$ cat config.mk
export PLATFORM = sky130hd
export DESIGN_NAME = modular_exponentiation
export DESIGN_NICKNAME = d
export VERILOG_FILES = /design/src/hdl/mexp_pkg.sv /design/src/hdl/modular_exponentiation.sv
export SDC_FILE = /design/constraint.sdc
export NUM_CORES = 1
export LEC_CHECK = 0
export BUFFER_PORTS_ARGS = -buffer_cell sky130_fd_sc_hd__buf_4
export CAP_MARGIN = 5
export CORE_MARGIN = 2
export CORE_UTILIZATION = 61
export CTS_CLUSTER_SIZE = 12
export DETAILED_ROUTE_END_ITERATION = 8
export PLACE_DENSITY = 0.84
export SETUP_SLACK_MARGIN = 0.1
export SLEW_MARGIN = 40
export SYNTH_ARGS = -nofsm -noshare
export SYNTH_HDL_FRONTEND = slang
export SYNTH_SLANG_ARGS = --single-unit
$ cat constraint.sdc
create_clock -name clk -period 8.9 [get_ports clk]
set_clock_uncertainty 0.2 [all_clocks]
set_input_delay 0.445 -clock clk [delete_from_list [all_inputs] [get_ports clk]]
set_output_delay 0.445 -clock clk [all_outputs]
set_load 0.005 [all_outputs]
$ cat src/hdl/mexp_pkg.sv
// ----------------------------------------------------------------------------
// mexp_pkg
// Sequencer state type and state codes for the modular exponentiation block.
// ----------------------------------------------------------------------------
package mexp_pkg;

  typedef logic [2:0] state_t;

  localparam state_t ST_IDLE   = 3'd0;
  localparam state_t ST_REDUCE = 3'd1;
  localparam state_t ST_MUL    = 3'd2;
  localparam state_t ST_SQR    = 3'd3;
  localparam state_t ST_DONE   = 3'd4;

endpackage

$ cat src/hdl/modular_exponentiation.sv
// ----------------------------------------------------------------------------
// modular_exponentiation
// base_value ** exponent mod modulus, right-to-left square-and-multiply.
// ----------------------------------------------------------------------------
// Takes one item (base_value, exponent, modulus) and returns one power_result.
// A zero modulus gives 0; a zero exponent gives 1, unreduced. Every modular
// product goes through one shared bit-serial unit that takes one multiplier
// bit per cycle (double mod m, then add mod m). An item first reduces the
// base mod m in that unit, then does one multiply per set exponent bit and
// one square per bit below the highest set exponent bit; a zero modulus or
// exponent skips all of these. The input is stalled while an item is in
// work; a finished result waits in the output register and does not keep
// the next item from being taken in, though that item then waits in ST_DONE
// until the register is free.
module modular_exponentiation #(
  parameter int OPERAND_WIDTH = 32
) (
  input  logic                     clk,
  input  logic                     rst_n,
  input  logic                     in_valid,
  output logic                     in_stall,
  input  logic [OPERAND_WIDTH-1:0] in_base_value,
  input  logic [OPERAND_WIDTH-1:0] in_exponent,
  input  logic [OPERAND_WIDTH-1:0] in_modulus,
  output logic                     out_valid,
  input  logic                     out_stall,
  output logic [OPERAND_WIDTH-1:0] out_power_result
);
  import mexp_pkg::*;

  localparam int W     = OPERAND_WIDTH;
  localparam int CNT_W = $clog2(OPERAND_WIDTH);

  state_t             state_r, state_nxt;
  logic [W-1:0]       base_r, base_nxt;
  logic [W-1:0]       exp_r, exp_nxt;
  logic [W-1:0]       mod_r, mod_nxt;
  logic [W-1:0]       res_r, res_nxt;
  logic [W-1:0]       acc_r, acc_nxt;
  logic [CNT_W-1:0]   cnt_r, cnt_nxt;
  logic               out_valid_r, out_valid_nxt;
  logic [W-1:0]       out_data_r, out_data_nxt;

  // shared modular step: ((2*acc mod m) + (bit ? y : 0)) mod m, y <= m
  logic [W:0]   dbl, dbl_red, sum;
  logic [W-1:0] addend, step_out;
  logic         scan_bit;

  always_comb begin
    scan_bit = base_r[cnt_r];
    unique case (state_r)
      ST_REDUCE: addend = W'(1);
      ST_MUL:    addend = res_r;
      default:   addend = base_r;
    endcase
    dbl     = {acc_r, 1'b0};
    dbl_red = (dbl >= {1'b0, mod_r}) ? dbl - {1'b0, mod_r} : dbl;
    sum     = dbl_red + (scan_bit ? {1'b0, addend} : '0);
    step_out = (sum >= {1'b0, mod_r}) ? W'(sum - {1'b0, mod_r}) : W'(sum);
  end

  logic in_acc, out_acc, last_bit;
  assign in_acc   = in_valid && !in_stall;
  assign out_acc  = out_valid_r && !out_stall;
  assign last_bit = (cnt_r == '0);

  always_comb begin
    state_nxt     = state_r;
    base_nxt      = base_r;
    exp_nxt       = exp_r;
    mod_nxt       = mod_r;
    res_nxt       = res_r;
    acc_nxt       = acc_r;
    cnt_nxt       = cnt_r;
    out_valid_nxt = out_acc ? 1'b0 : out_valid_r;
    out_data_nxt  = out_data_r;

    unique case (state_r)
      ST_IDLE: begin
        if (in_acc) begin
          base_nxt = in_base_value;
          exp_nxt  = in_exponent;
          mod_nxt  = in_modulus;
          acc_nxt  = '0;
          cnt_nxt  = CNT_W'(W - 1);
          // running result starts at 1, already reduced when modulus is 1
          res_nxt  = (in_modulus == W'(1)) ? '0 : W'(1);
          if (in_modulus == '0) begin
            res_nxt   = '0;
            state_nxt = ST_DONE;
          end else if (in_exponent == '0) begin
            res_nxt   = W'(1);
            state_nxt = ST_DONE;
          end else begin
            state_nxt = ST_REDUCE;
          end
        end
      end
      ST_REDUCE, ST_MUL, ST_SQR: begin
        acc_nxt = step_out;
        cnt_nxt = cnt_r - CNT_W'(1);
        if (last_bit) begin
          acc_nxt = '0;
          cnt_nxt = CNT_W'(W - 1);
          unique case (state_r)
            ST_REDUCE: begin
              base_nxt  = step_out;
              state_nxt = exp_r[0] ? ST_MUL : ST_SQR;
            end
            ST_MUL: begin
              res_nxt   = step_out;
              state_nxt = (exp_r[W-1:1] == '0) ? ST_DONE : ST_SQR;
            end
            default: begin
              base_nxt  = step_out;
              exp_nxt   = exp_r >> 1;
              state_nxt = exp_r[1] ? ST_MUL : ST_SQR;
            end
          endcase
        end
      end
      ST_DONE: begin
        if (!out_valid_r || out_acc) begin
          out_valid_nxt = 1'b1;
          out_data_nxt  = res_r;
          state_nxt     = ST_IDLE;
        end
      end
      default: state_nxt = ST_IDLE;
    endcase
  end

  always_ff @(posedge clk) begin
    if (!rst_n) begin
      state_r     <= ST_IDLE;
      out_valid_r <= 1'b0;
    end else begin
      state_r     <= state_nxt;
      out_valid_r <= out_valid_nxt;
    end
    base_r     <= base_nxt;
    exp_r      <= exp_nxt;
    mod_r      <= mod_nxt;
    res_r      <= res_nxt;
    acc_r      <= acc_nxt;
    cnt_r      <= cnt_nxt;
    out_data_r <= out_data_nxt;
  end

  assign in_stall         = (state_r != ST_IDLE);
  assign out_valid        = out_valid_r;
  assign out_power_result = out_data_r;

endmodule

# Yosys cells after proc, flatten, opt, wreduce, memory -nomap -nowiden
# Cells that the tools add are included.
dict set report totals {
  reg_bits 201
  inputBits 100
  output_inout_bits 34
  word_cells 89
}
dict set report op_classes {
  n_addsub 4
  magnitude_cmp 3
  eq_ne 11
  mux 40
  reduce_logical 22
}
# op count
set ops {}
lappend ops {{2-to-1 mux 32 bit} 13}
lappend ops {{case mux 32 bit (2 select lines)} 5}
lappend ops {{greater-or-equal comparator 33 x 32 -> 1 bit} 2}
lappend ops {{zero test 32 bit} 2}
lappend ops {{adder 33 x 32 -> 33 bit} 1}
lappend ops {{2-to-1 mux 33 bit} 1}
lappend ops {{subtractor 33 x 32 -> 33 bit} 1}
lappend ops {{equality test 32 x 1 -> 1 bit (second input constant)} 1}
lappend ops {{subtractor 32 bit} 1}
lappend ops {{zero test 31 bit} 1}
lappend ops {{2-to-1 mux 3 bit} 6}
lappend ops {{!= test 2 bit (second input constant)} 6}
lappend ops {{AND reduction 4 bit} 3}
lappend ops {{2-to-1 mux 5 bit} 2}
lappend ops {{case mux 5 bit (2 select lines)} 1}
lappend ops {{2-to-1 mux 1 bit} 9}
lappend ops {{case mux 3 bit (3 select lines)} 1}
lappend ops {{equality test 3 x 2 -> 1 bit (second input constant)} 2}
lappend ops {{< comparator 5 x 6 -> 1 bit (second input constant)} 1}
lappend ops {{case mux 3 bit (2 select lines)} 1}
lappend ops {{AND reduction 2 bit} 3}
lappend ops {{binary-select mux 1 bit (select 5 bit)} 1}
lappend ops {{zero test 5 bit} 1}
lappend ops {{subtractor 5 x 1 -> 5 bit (second input constant)} 1}
lappend ops {{11 further kinds} 14}

# Depth between registers and ports, before layout
# Gate-level depths: netlist (run 1).
dict set report depth {
  depth_word 9
  ltp_mapped 37
  mapped_depth_nobuf 32
}

# Worst setup path before layout (run 1)
# OpenSTA, ideal clock, no wires.
dict set report synth_timing {
  path_kind {reg-to-reg}
  startpoint {register mod_r[1]}
  endpoint {register base_r[31] (data pin)}
  setup_ps 268
  arrival_ps 6501
  required_time_ps 8432
  slack_ps 1931
  stages_incl_launch_ff 33
  path_buffers 2
  period_less_slack_ps 6969
  path_cell_list {edfxtp_1 -> inv_1 -> ha_1 -> nor2b_1 -> o211ai_1 -> a311oi_1 -> a211o_1 -> o211ai_2 -> o21ai_0 -> a21oi_1 -> clkbuf_1 -> mux2i_1 -> inv_1 -> fa_1 -> nor2b_1 -> o21ai_1 -> o22ai_1 -> o21a_2 -> a21o_2 -> a31oi_2 -> o21bai_1 -> xor2_1 -> ha_1 -> a21o_1 -> a21oi_1 -> nor2b_1 -> a2111oi_0 -> a21oi_1 -> nand2_1 -> nand2_1 -> clkbuf_1 -> nor3_2 -> o31ai_1}
}
dict set report synth_via {
  elab_chain_cells 8
  elab_cells_between_ends 10
  classes_between {add/sub (3); order compare (2); mux (5)}
}
# element line_no
set synth_rtl {}
lappend synth_rtl {{from (decl)} modular_exponentiation.sv:37} ;# logic [W-1:0] mod_r, mod_nxt;
lappend synth_rtl {{from (signal assigned)} modular_exponentiation.sv:143} ;# mod_r <= mod_nxt;
lappend synth_rtl {{subtractor 33 x 32 -> 33 bit / greater-or-equal comparator 33 x 32 -> 1 bit (equally long branches)} modular_exponentiation.sv:57} ;# dbl_red = (dbl >= {1'b0, mod_r}) ? dbl - {1'b0, mod_r} : dbl;
lappend synth_rtl {{2-to-1 mux 33 bit} modular_exponentiation.sv:57}
lappend synth_rtl {{adder 33 x 32 -> 33 bit} modular_exponentiation.sv:58} ;# sum = dbl_red + (scan_bit ? {1'b0, addend} : '0);
lappend synth_rtl {{subtractor 32 bit / greater-or-equal comparator 33 x 32 -> 1 bit (equally long branches)} modular_exponentiation.sv:59} ;# step_out = (sum >= {1'b0, mod_r}) ? W'(sum - {1'b0, mod_r}) : W'(sum);
lappend synth_rtl {{2-to-1 mux 32 bit *} modular_exponentiation.sv:59}
lappend synth_rtl {{2-to-1 mux 32 bit *} modular_exponentiation.sv:105} ;# unique case (state_r)
lappend synth_rtl {{2-to-1 mux 32 bit *} modular_exponentiation.sv:102} ;# if (last_bit) begin
lappend synth_rtl {{case mux 32 bit (2 select lines) *} modular_exponentiation.sv:78} ;# unique case (state_r)
lappend synth_rtl {{named net base_nxt[31]} modular_exponentiation.sv:35} ;# logic [W-1:0] base_r, base_nxt;
lappend synth_rtl {{to (signal assigned)} modular_exponentiation.sv:141} ;# base_r <= base_nxt;
lappend synth_rtl {{to (decl)} modular_exponentiation.sv:35}
# The timed path passes the listed nets; every way through them passes the cells marked *. The select of a mux whose other input is x is not followed.
# A chain may end at the register's enable or synchronous reset.

# Worst setup path in the final report (run 1)
dict set report layout_timing {
  startpoint {register mod_r[30]}
  endpoint {register acc_r[0] (data pin)}
}
dict set report layout_via {
  elab_chain_cells 7
  elab_cells_between_ends 9
  classes_between {add/sub (3); order compare (2); mux (4)}
}
# element line_no
set layout_rtl {}
lappend layout_rtl {{subtractor 33 x 32 -> 33 bit / greater-or-equal comparator 33 x 32 -> 1 bit (equally long branches)} modular_exponentiation.sv:57}
lappend layout_rtl {{2-to-1 mux 33 bit} modular_exponentiation.sv:57}
lappend layout_rtl {{adder 33 x 32 -> 33 bit} modular_exponentiation.sv:58}
lappend layout_rtl {{greater-or-equal comparator 33 x 32 -> 1 bit / subtractor 32 bit (equally long branches)} modular_exponentiation.sv:59}
lappend layout_rtl {{2-to-1 mux 32 bit *} modular_exponentiation.sv:59}
lappend layout_rtl {{2-to-1 mux 32 bit *} modular_exponentiation.sv:102}
lappend layout_rtl {{case mux 32 bit (2 select lines) *} modular_exponentiation.sv:78}
lappend layout_rtl {{to (signal assigned)} modular_exponentiation.sv:145} ;# acc_r <= acc_nxt;
lappend layout_rtl {{to (decl)} modular_exponentiation.sv:39} ;# logic [W-1:0] acc_r, acc_nxt;
# Mark *: on every way between the ends. The rest lies on a longest branch, timed or not.

==> summary by stage, run 1 <==
Synthesis
In the synthesized netlist the async set-or-reset flop fraction comes to 0%. After synthesis the cells add up to 0.0144 sq mm. By area the synthesized netlist is led by sky130_fd_sc_hd__edfxtp_1, sky130_fd_sc_hd__ha_1, sky130_fd_sc_hd__nand2_1. Summing the areas of all fa, ha and maj instances in the mapped netlist gives 8.87% of the synthesized area. The synthesized netlist devotes 19.5% of its cell area to compound gates.

Counting distinct cell types in the post-synthesis netlist gives 72. The synthesized netlist devotes 18.9% of its cell area to simple gates. The cell type with the largest total area after synthesis is sky130_fd_sc_hd__edfxtp_1.

The number of enable flip-flop cells after synthesis is 197. Summing the areas of all xor and xnor instances in the mapped netlist gives 5.00% of the synthesized area. The main combinational cell family by area after synthesis is compound AO/OA/AOI/OAI gates. Summing the sequential cell areas from Yosys gives 41.7% of the chip area.

The most common cell in the synthesized netlist is sky130_fd_sc_hd__nand2_1. The average cell area after synthesis is 9.18 sq um. Measured against the total synthesized area, the mux share comes to 1.94%. For this run, the number of Yosys warnings is 0. Of the post-synthesis cell area, the dominant cell type holds 41.2%.

The flip-flop and latch count after synthesis is 201. The synthesized netlist net count is 1765. The cell count after synthesis came out at 1565.

The commonest cells after synthesis are sky130_fd_sc_hd__nand2_1, sky130_fd_sc_hd__edfxtp_1, sky130_fd_sc_hd__a21oi_1, sky130_fd_sc_hd__o21ai_0, sky130_fd_sc_hd__nor2_1. In the synthesized netlist the dominant register cell turns out to be sky130_fd_sc_hd__edfxtp_1.

Timing
The number of max-slew violations in the final report is 0. The shortest period the worst path allows is 8400 ps. The slew at the pin closest to its max-slew limit is 761 ps. After layout, the worst path uses 94.4% of the clock period. The number of setup violations in the final report is 0. The hold violation count in the final report is 0. Setup repair after global routing left no endpoint under its margin. The post-route setup TNS is 0 ps. The maximum clock rate is 119 MHz.

Headroom to the max-slew limit came out at 49.2%.

Place
The number of buffer cells added on primary ports is 133. Routability-driven placement finished with a final weighted congestion of 1.01. Once detailed placement completed, the half-perimeter wirelength came to 33200 um.

Worst setup path
Data arrives at the worst endpoint at 8470 ps. The worst setup path is captured at a register. The most used cell along the critical path is sky130_fd_sc_hd__a21o_1.

The cell family contributing the most delay on the critical path is compound AO/OA/AOI/OAI gates. Data on the critical path is required at its endpoint by 8970 ps. The number of buffer and inverter stages on the critical path is 3.

The critical path in this run is classified as register to register. The slowest stage cell on the critical path is sky130_fd_sc_hd__o21ai_1. The worst setup path is launched from a register. Along the worst path, the maximum fanout reaches 32. The stage delay of the slowest cell on the critical path is 610 ps.

Drt
The final routed wire length divided by cell count is 21.4 um. The via-per-instance ratio is 6.44. The routed design has 43800 um of wire. The number of nets with antenna violations after detailed routing is 0. The number of search-and-repair iterations in the first detailed-routing pass is 6. The routed layout has 13200 vias.

The post-route DRC violation count is 0. For this block, the initial DRC count from the detailed router was 1687.

Cells and area
0 antenna diodes ended up in the layout. The number of nets at the end of the flow is 1920. The ratio of cells with drive above 1 in the final layout is 14.6%. The area growth from synthesis to layout is 17.6%.

The filler cells instantiated in the layout total 1736.

Floorplanning
The die covers 0.0248 sq mm. The horizontal die dimension is 157 um. In this run the standard cell core region covers 0.0233 sq mm. The starting density of the core is 61.8%.

The die outline height is 157 um. 134 I/O pins were placed. The total number of placement rows is 56.

Clock network
The number of buffers between clock root and the deepest sink is 3. The clock-pin transition on the worst setup and hold timing paths is 60 ps. The maximum level of the CTS H-tree is 1. Counting every sink on the clock net gives 201. The worst-skew pair later-pin latency is 510 ps. The TritonCTS clock tree is yes. The clock tree root driver cell is sky130_fd_sc_hd__clkbuf_16. Clock tree synthesis inserted a total of 23 buffers.

Global route
The number of antenna violations at the first check in global routing is 0. The via count of the first global-routing pass came to 12100. The global-route wire length before repair is 66400 um.

The overall overflow remaining after global route is 0. The pin count of the biggest net entering global routing is 84. The overall fraction of global-route tracks in use is 35.0%.

Worst hold path
The path category of the worst min-delay check is input pin to register.

Status
The flow ran to the end, and the final reports show no timing, DRC or antenna violations.

Job
Max-cap violations in this run came to 0.
## cell usage in the layout (no fill, tap or decap), types with 13 or more instances in the layout
| master | count |
|---|---|
| sky130_fd_sc_hd__a21oi_1 | 113 |
| sky130_fd_sc_hd__nand4_1 | 45 |
| sky130_fd_sc_hd__dlygate4sd3_1 | 33 |
| sky130_fd_sc_hd__a21o_1 | 39 |
| sky130_fd_sc_hd__nand2b_1 | 14 |
| sky130_fd_sc_hd__edfxtp_1 | 197 |
| sky130_fd_sc_hd__nor2_1 | 96 |
| sky130_fd_sc_hd__a211oi_1 | 22 |
| sky130_fd_sc_hd__o21ai_0 | 103 |
| sky130_fd_sc_hd__a22oi_1 | 31 |
| sky130_fd_sc_hd__nor2b_1 | 14 |
| sky130_fd_sc_hd__nor4_1 | 25 |
| sky130_fd_sc_hd__a31oi_1 | 13 |
| sky130_fd_sc_hd__nand3_1 | 65 |
| sky130_fd_sc_hd__buf_4 | 165 |
| sky130_fd_sc_hd__o211ai_1 | 25 |
| sky130_fd_sc_hd__nand2_1 | 245 |
| sky130_fd_sc_hd__nor3_1 | 37 |
| sky130_fd_sc_hd__xnor2_1 | 45 |
| sky130_fd_sc_hd__xor2_1 | 32 |
| sky130_fd_sc_hd__inv_1 | 67 |
| sky130_fd_sc_hd__ha_1 | 97 |
| sky130_fd_sc_hd__clkbuf_16 | 23 |
## registers in the layout (all words and copies together) (netlist names)
register and cells:
exp_r 32, out_power_result 32, acc_r 32, state_r 3
base_r 32, mod_r 32, res_r 32, cnt_r 5
out_valid 1
## cell families (layout without fill, tap and decap cells)
logic type / Yosys count / in the layout
AOI/OAI and AO/OA: 439 / 440
xor gates and xnor gates: 79 / 79
adders and majority gates: 100 / 100
buffers and inverters: 143 / 309
DFF: 201 / 201
muxes: 14 / 14
and+or+nand+nor: 589 / 589
## worst paths after layout
path                           start  slack [ps]  depth (start not counted)                        endpoint
min reg2reg  res_r[23]$_SDFFCE_PP0P_         250                          0  out_power_result[23]$_DFFE_PP_
min                  in_exponent[16]          20                          3             exp_r[16]$_DFFE_PP_
max reg2reg      mod_r[30]$_DFFE_PP_         500                         30          acc_r[0]$_SDFFCE_PP0P_
max              mod_r[30]$_DFFE_PP_         500                         30          acc_r[0]$_SDFFCE_PP0P_
## metal layers
metal | GRT usage [%] | part of all wire [%]
met1 | 51.4 | 41
met2 | 53.1 | 43
met3 | 6.08 | 13
met4 | 10.4 | 3.1
met5 | 0 | 0
## repair_timing
item,in CTS,in global routing
setup buffers,0,2
hold endpoints to repair,35,0
setup endpoints to repair,0,95
resized for setup,0,3
hold buffers,33,0
## layout make-up
type / instances / area, sq um / share of cell area (%)
multi-input cells: 1222 / 7900 / 46.8
flip-flops and latches: 201 / 6000 / 35.5
repair buffers: 205 / 1670 / 9.90
clock buffers: 27 / 591 / 3.50
well taps: 319 / 399 / 2.36
inverters: 67 / 251 / 1.49
clock inverters: 10 / 80.1 / 0.474
## per-stage QoR
| stage | instance area (sq um) | utilization [%] | setup slack [ps] | instances | hold slack [ps] |
|---|---|---|---|---|---|
| after detailed placement | 15800 | 68.0 | 621 | 1977 | 236 |
| after global placement | 15800 | 67.7 | 704 | 1973 | 232 |
| after CTS | 16800 | 72.3 | 590 | 2047 | 4.15 |
| final | 16900 | 72.6 | 502 | 2051 | 15.9 |
| after global routing | 16900 | 72.6 | 139 | 2051 | 20.7 |
| after floorplan | 14400 | - | 1930 | 1565 | 226 |
## worst register-to-register path, delay by kind of cell, from the launching register on
family          cells  cell delay, ps
buf+inv             3             660
flops               1             430
compound gates     15            3940
simple gates        8            1540
xor+xnor            1             290
fa+ha+maj           3            1110
Power of run 1 is not shown: default switching activity piles up to over one toggle a cycle in this logic, so the estimate is an artifact.
==> inputs of run 2 (changes only) <==
Settings changed: CORE_UTILIZATION 61 to 65, PLACE_DENSITY 0.84 to 0.88.
Clock period 8.9 ns to 9.9 ns, I/O delays scaled along.
==> summary by stage, run 2 (synthesized netlist as in run 1, its figures left out) <==
Status
The flow ran to the end, and the final reports show no timing, DRC or antenna violations.

Timing
The maximum clock rate is 113 MHz. The number of setup violations in the final report is 0. The post-route setup TNS is 0 ps. The hold violation count in the final report is 0. The number of max-slew violations in the final report is 0. The worst path needs 8880 ps of the cycle, external delays included. The slew at the pin closest to its max-slew limit is 714 ps. Setup repair after global routing left no endpoint under its margin. Measured against its own limit, the worst slew margin works out to 52.4%.

The final critical path takes up 89.7% of the cycle.

Clock network
For the worst-skew pair, the clock arrives at the later sink with an insertion delay of 520 ps. The number of setup buffers added after CTS is 0. The number of buffers between clock root and the deepest sink is 3.

The sink count of the clock tree is 201. The TritonCTS clock tree is yes. The number of cells upsized or downsized after cts is 0. The root buffer cell chosen for the clock tree is sky130_fd_sc_hd__clkbuf_16. The TritonCTS buffer count is 22. The clock-pin transition on the worst setup and hold timing paths is 60 ps. CTS built an H-tree with a depth of 1.

Cells and area
0 antenna diodes ended up in the layout. Leaving out fill and tap cells, the most frequent cell in the layout is sky130_fd_sc_hd__nand2_1. In the final layout, the share of cells above drive strength 1 is 13.7%. In the layout the commonest cells are sky130_fd_sc_hd__nand2_1, sky130_fd_sc_hd__edfxtp_1, sky130_fd_sc_hd__buf_4. The final cell area excluding filler cells is 0.0167 sq mm. The synthesis-to-layout area growth is 16.4%.

In the final design database the tool counted 1901 nets.

Worst setup path
The worst setup path is captured at a register. In this design, the stage delay of the slowest critical-path cell is 530 ps. In this run the critical register-to-register path is launched from mod_r[1]$_DFFE_PP_. Among all stages on the critical path, the largest delay is contributed by sky130_fd_sc_hd__a311oi_1.

STA classifies the critical path startpoint as a register. Of all nets on the critical path, the largest fanout is 19. For the worst flop-to-flop path, the logic depth is 32.

The type of the worst setup path is register to register. Among the stages of the critical path, the cell type that occurs most often is sky130_fd_sc_hd__a21o_1. For flop-to-flop paths, the worst setup slack is 1020 ps. In this run the critical register-to-register path is captured at acc_r[17]$_SDFFCE_PP0P_.

For the worst setup path, the data arrival time is 8980 ps. The required time of the worst setup path is 9990 ps.

Job
Across the run, the number of max-cap violations was 0.

Worst hold path
In this run the most critical hold path is launched from rst_n. For hold timing, the worst endpoint is state_r[1]$_SDFFE_PN0P_. The worst hold path belongs to the class input pin to register. The instance count along the most critical hold path is 2.

Global route
The overall fraction of global-route tracks in use is 36.6%. The overall overflow remaining after global route is 0. The number of antenna violations at the first check in global routing is 0.

The via count of the first global-routing pass is 12700. The first global-routing pass estimated 67900 um of wire. Entering global routing, the biggest net connects 83 pins.

Drt
The first-iteration detailed-routing DRC count is 1842. The detailed router placed 13400 vias in this run. The post-route DRC violation count is 0.

The final routed wire length divided by cell count is 22.0 um. For this run, the detailed router's first-pass iteration total came to 9. Summed over all layers, the routed wires come to 43800 um. In this run the remaining antenna-violating nets after routing total 0. After detailed routing, the number of vias per cell comes to 6.72.

Place
The number of buffer cells added on primary ports is 133. The instance area at placement is 0.0157 sq mm. The final weighted congestion of routability-driven global placement is 1.03. The post-detailed-placement half-perimeter wirelength is 32600 um.

Floorplanning
The floorplan core area is 0.0218 sq mm. For this design the top-level I/O count stands at 134. The total number of placement rows is 54. The horizontal die dimension is 153 um. Once the floorplan was initialized, standard cells occupied 66.0% of the core. The die covers 0.0233 sq mm.

From bottom edge to top edge, the die measures 153 um.
run 2: area by class of cell:
cell class,instances,area [sq um]
Multi-Input combinational cell,1221,7890
Sequential cell,201,6000
Inverter,67,251
Clock inverter,6,81.3
Tap cell,280,350
Fill cell,1467,5040
Timing Repair Buffer,188,1550
Clock buffer,29,598
run 2: routing by layer:
layer	track usage [%]	routed length, um	vias to the layer above
met1	52.4	17400	6219
met3	7.85	5660	107
met5	0	0	-
li1	-	-	6099
met4	10.9	1380	0
met2	56.7	19400	956
run 2: worst max-delay path by stage:
stage	start	depth (start not counted)	slack (ps)	end
detailed placement	mod_r[1]$_DFFE_PP_	32	950	base_r[8]$_DFFE_PP_
finish	mod_r[1]$_DFFE_PP_	32	1020	acc_r[17]$_SDFFCE_PP0P_
floorplan	mod_r[1]$_DFFE_PP_	32	2930	base_r[31]$_DFFE_PP_
global route	mod_r[1]$_DFFE_PP_	32	640	acc_r[0]$_SDFFCE_PP0P_
global placement	mod_r[1]$_DFFE_PP_	29	1210	base_r[16]$_DFFE_PP_
CTS	mod_r[1]$_DFFE_PP_	32	920	res_r[5]$_SDFFCE_PP0P_
run 2: critical path, delay by kind of cell (launching register included):
kind                       cells  cell delay [ps]
AOI/OAI and AO/OA             18             4810
and+or+nand+nor                6             1110
adders and majority gates      3             1060
buffers and inverters          4              730
DFF                            1              370
xor gates and xnor gates       1              360
run 2: timing repair:
action | in CTS | in global routing
hold endpoints to repair | 32 | 0
hold buffers | 32 | 0
endpoints found under the setup margin | 0 | 0
run 2: through the flow:
stage               std cells  setup slack [ps]  hold WS [ps]  util, %
finish                   1992              1020          18.0     76.8
global route             1992               641          24.1     76.8
CTS                      1991               922          12.9     76.7
detailed placement       1924               948           234     72.1
global placement         1920              1210           231     71.7
floorplan                1565              2930           226        -
Power of run 2 is left out for the same reason.
